$ cat src/rtl/sm3_pkg.sv
// ----------------------------------------------------------------------------
// sm3_pkg
// shared types, constants and round functions of the sm3 hash engine
// ----------------------------------------------------------------------------
package sm3_pkg;

  localparam int WordW = 32;
  localparam int QueueDepthDefault = 4;

  localparam logic [WordW-1:0] T_LOW  = 32'h79CC4519;
  localparam logic [WordW-1:0] T_HIGH = 32'h7A879D8A;
  localparam logic [7:0]       PAD_BYTE = 8'h80;

  // command codes from front to back
  localparam logic [1:0] CMD_DATA = 2'd0;
  localparam logic [1:0] CMD_LAST = 2'd1;

  typedef logic [WordW-1:0] word_t;

  // one queued command: a word to push and how the message ends
  typedef struct packed {
    logic [1:0] cmd;
    word_t      data;
    logic [2:0] nbytes;
  } cmd_t;

  function automatic word_t iv_word(input logic [2:0] i);
    word_t r;
    case (i)
      3'd0: r = 32'h7380166F;
      3'd1: r = 32'h4914B2B9;
      3'd2: r = 32'h172442D7;
      3'd3: r = 32'hDA8A0600;
      3'd4: r = 32'hA96F30BC;
      3'd5: r = 32'h163138AA;
      3'd6: r = 32'hE38DEE4D;
      default: r = 32'hB0FB0E4E;
    endcase
    return r;
  endfunction

  function automatic word_t rotl(input word_t x, input logic [4:0] n);
    logic [2*WordW-1:0] d;
    d = {x, x} << n;
    return d[2*WordW-1:WordW];
  endfunction

  function automatic word_t p0(input word_t x);
    return x ^ rotl(x, 5'd9) ^ rotl(x, 5'd17);
  endfunction

  function automatic word_t p1(input word_t x);
    return x ^ rotl(x, 5'd15) ^ rotl(x, 5'd23);
  endfunction

endpackage

$ cat src/rtl/sm3_front.sv
// ----------------------------------------------------------------------------
// sm3_front
// accepts message words and queues them as commands for the compression side
// ----------------------------------------------------------------------------
module sm3_front #(
  parameter int Depth = 4
) (
  input  logic              clk,
  input  logic              rst,
  input  logic [31:0]       message_word,
  input  logic [2:0]        valid_bytes,
  input  logic              last_word,
  input  logic              in_valid,
  output logic              in_stall,
  output sm3_pkg::cmd_t     q_data,
  output logic              q_valid,
  input  logic              q_pop
);
  import sm3_pkg::*;

  localparam int AW = (Depth > 1) ? $clog2(Depth) : 1;

  cmd_t            mem [Depth];
  logic [AW-1:0]   wr_ptr;
  logic [AW-1:0]   rd_ptr;
  logic [AW:0]     count;
  logic            push;
  cmd_t            cmd_in;

  // classify the word
  always_comb begin
    cmd_in.data   = message_word;
    cmd_in.cmd    = last_word ? CMD_LAST : CMD_DATA;
    cmd_in.nbytes = (valid_bytes > 3'd4) ? 3'd4 : valid_bytes;
  end

  assign in_stall = (count == (AW+1)'(Depth));
  assign push     = in_valid && !in_stall;
  assign q_valid  = (count != '0);
  assign q_data   = mem[rd_ptr];

  // queue storage
  always_ff @(posedge clk) begin
    if (push) mem[wr_ptr] <= cmd_in;
  end

  // queue pointers
  always_ff @(posedge clk) begin
    if (rst) begin
      wr_ptr <= '0;
      rd_ptr <= '0;
      count  <= '0;
    end else begin
      if (push) wr_ptr <= (wr_ptr == AW'(Depth-1)) ? '0 : wr_ptr + 1'b1;
      if (q_pop) rd_ptr <= (rd_ptr == AW'(Depth-1)) ? '0 : rd_ptr + 1'b1;
      count <= count + (AW+1)'(push) - (AW+1)'(q_pop);
    end
  end

endmodule

$ cat src/rtl/sm3_back.sv
// ----------------------------------------------------------------------------
// sm3_back
// block buffer, padding sequencer, one-round-per-cycle compression, digest out
// ----------------------------------------------------------------------------
module sm3_back (
  input  logic              clk,
  input  logic              rst,
  input  sm3_pkg::cmd_t     q_data,
  input  logic              q_valid,
  output logic              q_pop,
  output logic [31:0]       digest_word,
  output logic [2:0]        word_index,
  output logic              last_of_digest,
  output logic              out_valid,
  input  logic              out_stall
);
  import sm3_pkg::*;

  localparam logic [2:0] S_IDLE  = 3'd0;
  localparam logic [2:0] S_PAD   = 3'd1;
  localparam logic [2:0] S_COMP  = 3'd2;
  localparam logic [2:0] S_FOLD  = 3'd3;
  localparam logic [2:0] S_OUT   = 3'd4;

  logic [2:0]  state;
  logic [2:0]  state_next;
  word_t       cv [8];
  word_t       r  [8];
  word_t       w  [16];
  logic [63:0] bit_count;
  logic [3:0]  word_pos;
  logic [5:0]  round_index;
  logic        fin;
  logic        pad_extra;
  logic        len_hi;
  logic [2:0]  out_idx;

  logic        push;
  word_t       push_val;
  logic        data_take;
  word_t       w_new;
  word_t       a12, t_j, ss1, ss2, ff, gg, tt1, tt2, wj, wj4;
  logic [63:0] cnt_next;

  // expansion: w holds w[j..j+15]
  always_comb begin
    wj    = w[0];
    wj4   = w[4];
    w_new = p1(w[0] ^ w[7] ^ rotl(w[13], 5'd15)) ^ rotl(w[3], 5'd7) ^ w[10];
    a12   = rotl(r[0], 5'd12);
    t_j   = rotl((round_index < 6'd16) ? T_LOW : T_HIGH, round_index[4:0]);
    ss1   = rotl(a12 + r[4] + t_j, 5'd7);
    ss2   = ss1 ^ a12;
    if (round_index < 6'd16) begin
      ff = r[0] ^ r[1] ^ r[2];
      gg = r[4] ^ r[5] ^ r[6];
    end else begin
      ff = (r[0] & r[1]) | (r[0] & r[2]) | (r[1] & r[2]);
      gg = (r[4] & r[5]) | (~r[4] & r[6]);
    end
    tt1 = ff + r[3] + ss2 + (wj ^ wj4);
    tt2 = gg + r[7] + ss1 + wj;
  end

  // word entry: queue words in idle, padding words in pad state
  always_comb begin
    data_take = (state == S_IDLE) && q_valid;
    q_pop     = data_take;
    push      = 1'b0;
    push_val  = '0;
    cnt_next  = bit_count;
    if (data_take) begin
      if (q_data.cmd == CMD_LAST) begin
        cnt_next = bit_count + {58'd0, q_data.nbytes, 3'd0};
        push     = 1'b1;
        case (q_data.nbytes)
          3'd0: push_val = {PAD_BYTE, 24'd0};
          3'd1: push_val = {q_data.data[31:24], PAD_BYTE, 16'd0};
          3'd2: push_val = {q_data.data[31:16], PAD_BYTE, 8'd0};
          3'd3: push_val = {q_data.data[31:8], PAD_BYTE};
          default: push_val = q_data.data;
        endcase
      end else begin
        cnt_next = bit_count + 64'd32;
        push     = 1'b1;
        push_val = q_data.data;
      end
    end else if (state == S_PAD) begin
      push = 1'b1;
      if (pad_extra)                        push_val = {PAD_BYTE, 24'd0};
      else if (word_pos == 4'd14)           push_val = bit_count[63:32];
      else if (word_pos == 4'd15 && len_hi) push_val = bit_count[31:0];
      else                                  push_val = '0;
    end
  end

  // next state
  always_comb begin
    state_next = state;
    case (state)
      S_IDLE: if (data_take) begin
        if (word_pos == 4'd15) state_next = S_COMP;
        else if (q_data.cmd == CMD_LAST) state_next = S_PAD;
      end
      S_PAD:  if (word_pos == 4'd15) state_next = S_COMP;
      S_COMP: if (round_index == 6'd63) state_next = S_FOLD;
      S_FOLD: begin
        if (fin && len_hi) state_next = S_OUT;
        else if (fin)      state_next = S_PAD;
        else               state_next = S_IDLE;
      end
      S_OUT:  if (!out_stall && out_valid && out_idx == 3'd7) state_next = S_IDLE;
      default: state_next = S_IDLE;
    endcase
  end

  // control registers
  always_ff @(posedge clk) begin
    if (rst) begin
      state       <= S_IDLE;
      bit_count   <= '0;
      word_pos    <= '0;
      round_index <= '0;
      fin         <= 1'b0;
      pad_extra   <= 1'b0;
      len_hi      <= 1'b0;
      out_idx     <= '0;
      out_valid   <= 1'b0;
      for (int i = 0; i < 8; i++) cv[i] <= iv_word(3'(i));
    end else begin
      state <= state_next;
      if (data_take) begin
        bit_count <= cnt_next;
        if (q_data.cmd == CMD_LAST) begin
          fin       <= 1'b1;
          pad_extra <= (q_data.nbytes == 3'd4);
        end
      end
      if (push) begin
        word_pos <= word_pos + 4'd1;
        if (state == S_PAD) pad_extra <= 1'b0;
        // length goes in only once the pad byte sits at or before word 13
        if (state == S_PAD && !pad_extra && word_pos == 4'd14) len_hi <= 1'b1;
      end
      if (state == S_COMP) round_index <= round_index + 6'd1;
      if (state == S_FOLD) begin
        for (int i = 0; i < 8; i++) cv[i] <= cv[i] ^ r[i];
        if (fin && len_hi) begin
          out_valid <= 1'b1;
          out_idx   <= '0;
        end
      end
      // digest transfer
      if (state == S_OUT && out_valid && !out_stall) begin
        out_idx <= out_idx + 3'd1;
        if (out_idx == 3'd7) begin
          out_valid <= 1'b0;
          fin       <= 1'b0;
          len_hi    <= 1'b0;
          bit_count <= '0;
          for (int i = 0; i < 8; i++) cv[i] <= iv_word(3'(i));
        end
      end
    end
  end

  // block buffer shifts during rounds, fills on push
  always_ff @(posedge clk) begin
    if (push) w[word_pos] <= push_val;
    else if (state == S_COMP) begin
      for (int i = 0; i < 15; i++) w[i] <= w[i+1];
      w[15] <= w_new;
    end
  end

  // working registers
  always_ff @(posedge clk) begin
    if (state != S_COMP) begin
      for (int i = 0; i < 8; i++) r[i] <= cv[i];
    end else begin
      r[3] <= r[2];
      r[2] <= rotl(r[1], 5'd9);
      r[1] <= r[0];
      r[0] <= tt1;
      r[7] <= r[6];
      r[6] <= rotl(r[5], 5'd19);
      r[5] <= r[4];
      r[4] <= p0(tt2);
    end
  end

  assign digest_word    = cv[out_idx];
  assign word_index     = out_idx;
  assign last_of_digest = (out_idx == 3'd7);

endmodule

$ cat src/rtl/sm3_hash_engine_unit.sv
// ----------------------------------------------------------------------------
// sm3_hash_engine_unit
// streaming sm3 hash, 256-bit digest as eight 32-bit words
// ----------------------------------------------------------------------------
// Input channel: message_word/valid_bytes/last_word with in_valid, in_stall.
// Words are big-endian; last_word marks the final word, valid_bytes gives
// its leading valid bytes (0 to 4, larger values count as 4).
// Output channel: digest_word/word_index/last_of_digest with out_valid,
// out_stall; eight transfers per message, word 0 first.
// A small command queue decouples input from the compression side, so
// words keep being taken while a block compresses, until the queue fills.
// Each 16-word block is filled word by word, compressed round by round in the
// single round unit and then folded into the chaining value. The final word
// adds padding fill and one or two blocks, then the digest is presented one
// word per cycle while not stalled.
// A stalled digest word holds; compression of the next message waits.
// Reset (rst, synchronous) empties the queue and loads the initial vector.
// ----------------------------------------------------------------------------
module sm3_hash_engine_unit #(
  parameter int QueueDepth = sm3_pkg::QueueDepthDefault
) (
  input  logic        clk,
  input  logic        rst,
  input  logic [31:0] message_word,
  input  logic [2:0]  valid_bytes,
  input  logic        last_word,
  input  logic        in_valid,
  output logic        in_stall,
  output logic [31:0] digest_word,
  output logic [2:0]  word_index,
  output logic        last_of_digest,
  output logic        out_valid,
  input  logic        out_stall
);
  import sm3_pkg::*;

  cmd_t q_data;
  logic q_valid;
  logic q_pop;

  // front: accept and queue
  sm3_front #(.Depth(QueueDepth)) u_front (
    .clk, .rst, .message_word, .valid_bytes, .last_word, .in_valid, .in_stall,
    .q_data, .q_valid, .q_pop
  );

  // back: pad, compress, emit
  sm3_back u_back (
    .clk, .rst, .q_data, .q_valid, .q_pop,
    .digest_word, .word_index, .last_of_digest, .out_valid, .out_stall
  );

endmodule

$ cat config.mk
export PLATFORM = sky130hd
export DESIGN_NAME = sm3_hash_engine_unit
export DESIGN_NICKNAME = d
export VERILOG_FILES = /design/src/rtl/sm3_pkg.sv /design/src/rtl/sm3_front.sv /design/src/rtl/sm3_back.sv /design/src/rtl/sm3_hash_engine_unit.sv
export SDC_FILE = /design/constraint.sdc
export NUM_CORES = 2
export LEC_CHECK = 0
export BUFFER_PORTS_ARGS = -buffer_cell sky130_fd_sc_hd__buf_2
export CORE_ASPECT_RATIO = 1.25
export CORE_MARGIN = 2
export CORE_UTILIZATION = 45
export CTS_BUF_LIST = sky130_fd_sc_hd__clkbuf_4
export DETAILED_ROUTE_END_ITERATION = 7
export PLACE_DENSITY_LB_ADDON = 0.1
export SYNTH_ARGS = -nofsm -noshare
export SYNTH_HDL_FRONTEND = slang
export SYNTH_SLANG_ARGS = --single-unit
$ cat constraint.sdc
create_clock -name clk -period 11.98 [get_ports clk]
set_input_delay 1.797 -clock clk [delete_from_list [all_inputs] [get_ports clk]]
set_output_delay 1.797 -clock clk [all_outputs]
set_load 0.02 [all_outputs]
# [After elaboration in Yosys (flattened, before gate mapping)]
# Memory sizes are Yosys's and may differ from the RTL's. A register that Yosys moved wholly into a read port is not among the register bits.
# Index checks and enable logic that the tools add are counted.
[op_classes] n_reduce_logical=21 n_shift=1 eq_ne=22 order_cmp=2 addsub=17 mux=130 n_bitwise=55
[op_table] op="2-to-1 mux 32 bit" count=65
[op_table] op="bitwise XOR 32 bit" count=22
[op_table] op="adder 32 bit" count=8
[op_table] op="2-to-1 mux 64 bit" count=4
[op_table] op="bitwise AND 32 bit" count=5
[op_table] op="case mux 32 bit (4 select lines)" count=1
[op_table] op="OR 32 bit" count=3
[op_table] op="adder 64 x 6 -> 64 bit" count=1
[op_table] op="adder 64 x 6 -> 64 bit (second input constant)" count=1
[op_table] op="<< shifter 64 x 5 -> 64 bit" count=1
[op_table] op="2-to-1 mux 1 bit" count=40
[op_table] op="2-to-1 mux 3 bit" count=13
[op_table] op="inverter 32 bit" count=1
[op_table] op="OR reduction 32 bit" count=1
[op_table] op="2-to-1 mux 26 bit" count=1
[op_table] op="OR 1 bit" count=24
[op_table] op="case mux 3 bit (5 select lines)" count=1
[op_table] op="equality test 3 x 2 -> 1 bit (second input constant)" count=4
[op_table] op="equality test 3 bit (second input constant)" count=4
[op_table] op="logical AND 1 bit" count=10
[op_table] op="equality test 4 bit (second input constant)" count=2
[op_table] op="2-to-1 mux 2 bit" count=4
[op_table] op="adder 6 x 1 -> 6 bit (second input constant)" count=1
[op_table] op="equality test 3 x 1 -> 1 bit (second input constant)" count=2
[op_table] op="other kinds (21)" count=29
[word_totals] n_memories=4 ramBits=1168 ff_bits=91 word_cells=264
[mem_list] memory="u_back.w" depth=16 word_bits=32 read_ports=16 rd_clocked_by_memory_dff=0 write_ports=16 line="sm3_back.sv:29" text="word_t w [16];"
[mem_list] memory="u_back.cv" depth=8 word_bits=32 read_ports=9 rd_clocked_by_memory_dff=1 write_ports=8 line="sm3_back.sv:27" text="word_t cv [8];"
[mem_list] memory="u_back.r" depth=8 word_bits=32 read_ports=8 rd_clocked_by_memory_dff=0 write_ports=8 line="sm3_back.sv:28" text="word_t r [8];"
[mem_list] memory="u_front.mem" depth=4 word_bits=36 read_ports=1 rd_clocked_by_memory_dff=1 write_ports=1 line="sm3_front.sv:23" text="cmd_t mem [Depth];"

# [Logic depth before layout (Yosys ltp)]
# An unclocked memory read counts as a cell.
[depth] word_depth=11 mapped_depth=43 depth_no_buf=39

# [Modules after synthesis]
# From an unflattened synthesis, not the netlist that was laid out.
[hier_totals] hier_cells=5887 hier_area_um2=65246.3
[modules_own_cells] module="sm3_back" cells_each=5645 area_each_um2=59539.6 n_inst=1 seq_area_each_um2=28587.4
[modules_own_cells] module="sm3_front" cells_each=242 area_each_um2=5706.7 n_inst=1 seq_area_each_um2=4504.3

# [Worst setup path after synthesis]
# OpenSTA, ideal clock, no wires.
[synth_timing] kind="reg-to-reg" startpoint="register u_back.round_index[5]" endpoint="memory u_back.r[0][134] (netlist name)" path_stages_with_launch=39 setup_time_ns=0.129 arrival_ns=9.133 synth_period_minus_slack_ns=9.261 path_slack_ns=2.719 path_cell_list="dfxtp_1 nor2_1 clkinv_1 clkbuf_1 buf_1 buf_1 ha_1 nor2b_1 a21oi_1 o21ai_0 mux2i_1 mux2_2 fa_1 ha_1 inv_1 fa_1 nor2b_1 o211ai_1 [3 not listed] a31oi_2 o21ai_1 nand2_1 xor2_1 fa_1 fa_1 inv_1 fa_1 a21o_1 a41o_1 or4_1 and2_1 o2111ai_1 a21boi_1 o41ai_2 xnor2_1 xnor2_1 o21ai_0"
[synth_lines] item="start, declared" line="sm3_back.sv:32" text="logic [5:0] round_index;"
[synth_lines] item="start signal, assigned" line="sm3_back.sv:145" text="if (state == S_COMP) round_index <= round_index + 6'd1;"
[synth_lines] item="end, declared" line="sm3_back.sv:28"

==> results.md <==
- Initial core utilization: 0.4533
- Setup repair after global routing missed its margin: no
- Number of enable-type register cells in the synthesized netlist: 784
- Critical Path AT: 11.37 ns
- Clock latency at the later pin of the worst-skew pair: 1.39 ns
- Port-buffer cells: 77
- IO Pins: 78
- Area Overhead vs Synth: 10.30%
- Required @ worst endpoint: 13.14 ns
- Placed insts: 7562
- CP startpoint: u_back.round_index[2]
- Chip Width: 343.2 microns
- Met1 track demand over resource in global routing: 0.3564
- Netlist cell types: 90
- Max Buffers Root-to-Sink: 4
- Fraction of met3 tracks used by global routing: 0.05365
- Placeable core region: 142700 sq um
- Total power draw: 18080 uW
- Share of the clock period used by the worst path after layout: 0.8518
- Achievable clock frequency: 98.00 MHz
- Pin count of the biggest net entering global routing: 233
- Post-CTS Repair Setup Buffers: 0
- Source of the worst register-to-register timing path: u_back.round_index[2]
- Critical Path Stages: 35
- Cells after synthesis: 5817
- Termination of the worst setup path: u_back.r[0][30]
- Total via count in the routed design: 44930
- Critical-path maximum fanout: 44
- Area share of the largest cell type after synthesis: 0.3638
- Number of warnings printed during yosys synthesis: 0
- Slowest stage delay, CP: 0.64 ns
- Setup-violating endpoint count in the final report: 0
- Met2 Use GR: 0.5087
- # Max-Cap Violations: 0
- Number of H-tree levels: 5
- #FFs+latches synth: 1261
- Count of hold buffers inserted by post-cts repair: 0
- Result of the run: finished with violations
- Power per cell area: 253.4 nW/um^2
- Cell chosen for the clock root: sky130_fd_sc_hd__clkbuf_4
- Top cells by area in the synthesized netlist: sky130_fd_sc_hd__edfxtp_1 (36%), sky130_fd_sc_hd__dfxtp_1 (15%), sky130_fd_sc_hd__xnor2_1 (6.5%), sky130_fd_sc_hd__a21o_1 (6.3%), sky130_fd_sc_hd__fa_1 (5.9%)
- Leakage Power: 0.03028 uW
- Number of sinks on the clock net: 1261
- Transition time at the pin with the least slew margin: 1.218 ns
- Setup slack after layout: 1.776 ns
- Setup slack on the worst flop-to-flop path: 1.78 ns
- Prevailing post-synth register cell: sky130_fd_sc_hd__edfxtp_1
- Final routed DRC violation total: 2
- Post-synthesis net count: 6162
- Number of gates resized after cts: 0
- Site Rows: 155
- Most common cell after layout, fill and taps aside: sky130_fd_sc_hd__nand2_1
- Share of async-settable or async-resettable flops after synthesis: 0
- Antenna violations before repair: 5
- Sort of element at the end of the critical path: register
- Number of CTS-inserted buffers: 351
- Routability Congestion: 0.9785
- Post-Synthesis Mean Instance Area: 11.12 sq um
- Die area: 146900 sq um
- Most used cells in the layout excluding fill and tap cells: sky130_fd_sc_hd__nand2_1 (949), sky130_fd_sc_hd__edfxtp_1 (784), sky130_fd_sc_hd__a21o_1 (539)
- Grt peak-use layer: met2
- Fraction of layout instances using a drive strength above 1: 0.1468
- Global router's overall resource usage: 0.3015
- Clock skew after layout: 0.1167 ns
- Total number of nets in the final design: 6376
- CP bufs+invs: 4
- Vias in the first global route: 45140
- R2R cell count: 35
- Count of endpoints failing hold in the final timing report: 0
- Maximum resistive drop on vdd: 245.7 uV
- Count of antenna-violating nets left after detailed routing: 0
- Final Critical Period: 10.20 ns
- Mean number of vias per cell: 5.507
- Drt first pass iters: 7
- Cell taking the most area after synthesis: sky130_fd_sc_hd__edfxtp_1
- Relative slew slack: 0.1670
- Overall routed net length: 221000 microns
- Failing checks: design-rule violations
- Sum of net half-perimeters after detailed placement: 158200 microns
- Height of the die: 428.0 microns
- Pins over their slew limit: 0
- Starting DRC count in detailed routing: 3648
- Worst reg2reg endpoint: u_back.r[0][30]
- Worst setup slack before clock tree synthesis: 1.927 ns
- Wire length of the first global-routing pass: 317600 microns
- Global-route congestion overflow total: 0
- Slowest CP cell: sky130_fd_sc_hd__o31ai_1
- Top Family by Delay on Critical Path: compound AO/OA/AOI/OAI gates
- Setup_tns: 0 ns
- Post-Synthesis Cell Area: 64700 sq um
- Clock tree from TritonCTS: built
- Sequential element share of the synthesized area: 0.5114
- Clock edge transition at the registers on the reported setup and hold paths: 0.06 ns
- Kind of path behind the tightest hold check: reg -> reg
- Routed wirelength normalized by instance count: 27.09 microns
- Final instance count without filler cells: 8159
- Critical path class: reg -> reg
- Kind of start point of the critical path: register
-- worst register-to-register path, delay by kind of cell (launching register included) --
| family | cells | cell delay [ns] |
|---|---|---|
| xor gates and xnor gates | 3 | 0.76 |
| buffers and inverters | 4 | 1.10 |
| adders and majority gates | 6 | 2.23 |
| and+or+nand+nor | 8 | 1.66 |
| muxes | 1 | 0.19 |
| DFF | 1 | 0.30 |
| AOI/OAI and AO/OA | 13 | 3.82 |
-- layout make-up --
type / instances / area [sq um]
fill: 13310 / 71370
sequential: 1261 / 33110
multi-input combinational: 3952 / 29510
clock buffer: 529 / 3971
tap: 1884 / 2357
inverter: 314 / 1185
timing repair buffer: 151 / 978.4
clock inverter: 60 / 241.5
antenna: 8 / 20.02
-- flip-flops by register name, summed over array words and instances (netlist names), named ones only --
register            flops
u_back.bit_count       61
u_back.w              512
u_back.r              256
u_back.fin              1
u_back.len_hi           1
u_back.word_pos         4
u_front.rd_ptr          2
u_front.wr_ptr          2
u_front.count           3
u_back.round_index      6
u_back.cv             256
u_back.pad_extra        1
u_back.state            3
u_front.mem           144
u_back.out_valid        1
u_back.word_index       3
-- stage by stage --
stage	instance area, sq um	utilization	hold slack, ns
after floorplan	64700	-	0.4394
after global placement	67130	0.4703	0.4530
after detailed placement	67130	0.4703	0.4579
after CTS	71350	0.4998	0.4528
after global routing	71360	0.4999	0.4775
final	71370	0.5000	0.4589
-- synth_stat cells, drive strengths merged, types with 4 or more instances --
| cell type | instances |
|---|---|
| a21boi | 6 |
| and4 | 11 |
| o211ai | 31 |
| mux2 | 49 |
| o21a | 14 |
| nor2 | 314 |
| nand2 | 959 |
| edfxtp | 784 |
| dfxtp | 477 |
| mux2i | 66 |
| nor4 | 5 |
| o21bai | 11 |
| or2 | 9 |
| ha | 115 |
| and2 | 13 |
| nand3 | 74 |
| xor2 | 262 |
| a21oi | 164 |
| fa | 190 |
| inv | 311 |
| nor3 | 51 |
| a211oi | 13 |
| o31ai | 4 |
| nand2b | 17 |
| clkbuf | 219 |
| nor2b | 14 |
| a21o | 542 |
| o22ai | 6 |
| or4 | 4 |
| a22oi | 31 |
| and3 | 18 |
| o21ai | 270 |
| xnor2 | 483 |
| o221ai | 4 |
| nand4 | 20 |
| a31oi | 13 |
| mux4 | 100 |
| buf | 71 |
| or3 | 10 |
| nor3b | 6 |
-- kinds of logic after synthesis --
group	Yosys count	share of synthesized area
adder cells (fa/ha/maj)	306	0.08118
AO/OA/AOI/OAI	1148	0.1179
multiplexers	215	0.05354
AND/OR/NAND/NOR	1537	0.09895
XOR/XNOR	746	0.1012
buffers and inverters	604	0.03579
flip-flops	1261	0.5114
-- report_power, final --
part | total [uW] | internal, uW | switching, uW | leakage, uW
clock | 3870 | 2000 | 1870 | 0.00255
sequential | 5430 | 5230 | 201 | 0.0111
combinational | 8790 | 3530 | 5260 | 0.0167
-- how the worst min path moves through the flow --
stage / startpoint / end / cells past startpoint
floorplan: u_back.fin / u_back.fin / 2
global placement: u_back.fin / u_back.fin / 2
global route: u_back.cv[6][30] / u_back.r[0][222] / 2
detailed placement: u_back.cv[7][4] / u_back.r[0][228] / 2
finish: u_back.cv[6][13] / u_back.r[0][205] / 2
CTS: u_back.cv[6][20] / u_back.r[0][212] / 2
-- metal layers --
metal | wire [microns] | share of wire
met2 | 109500 | 0.50
met1 | 85460 | 0.39
met4 | 14650 | 0.066
met5 | 34 | 0.00015
met3 | 11350 | 0.051
Note: power is estimated with default switching activity, not from simulation.
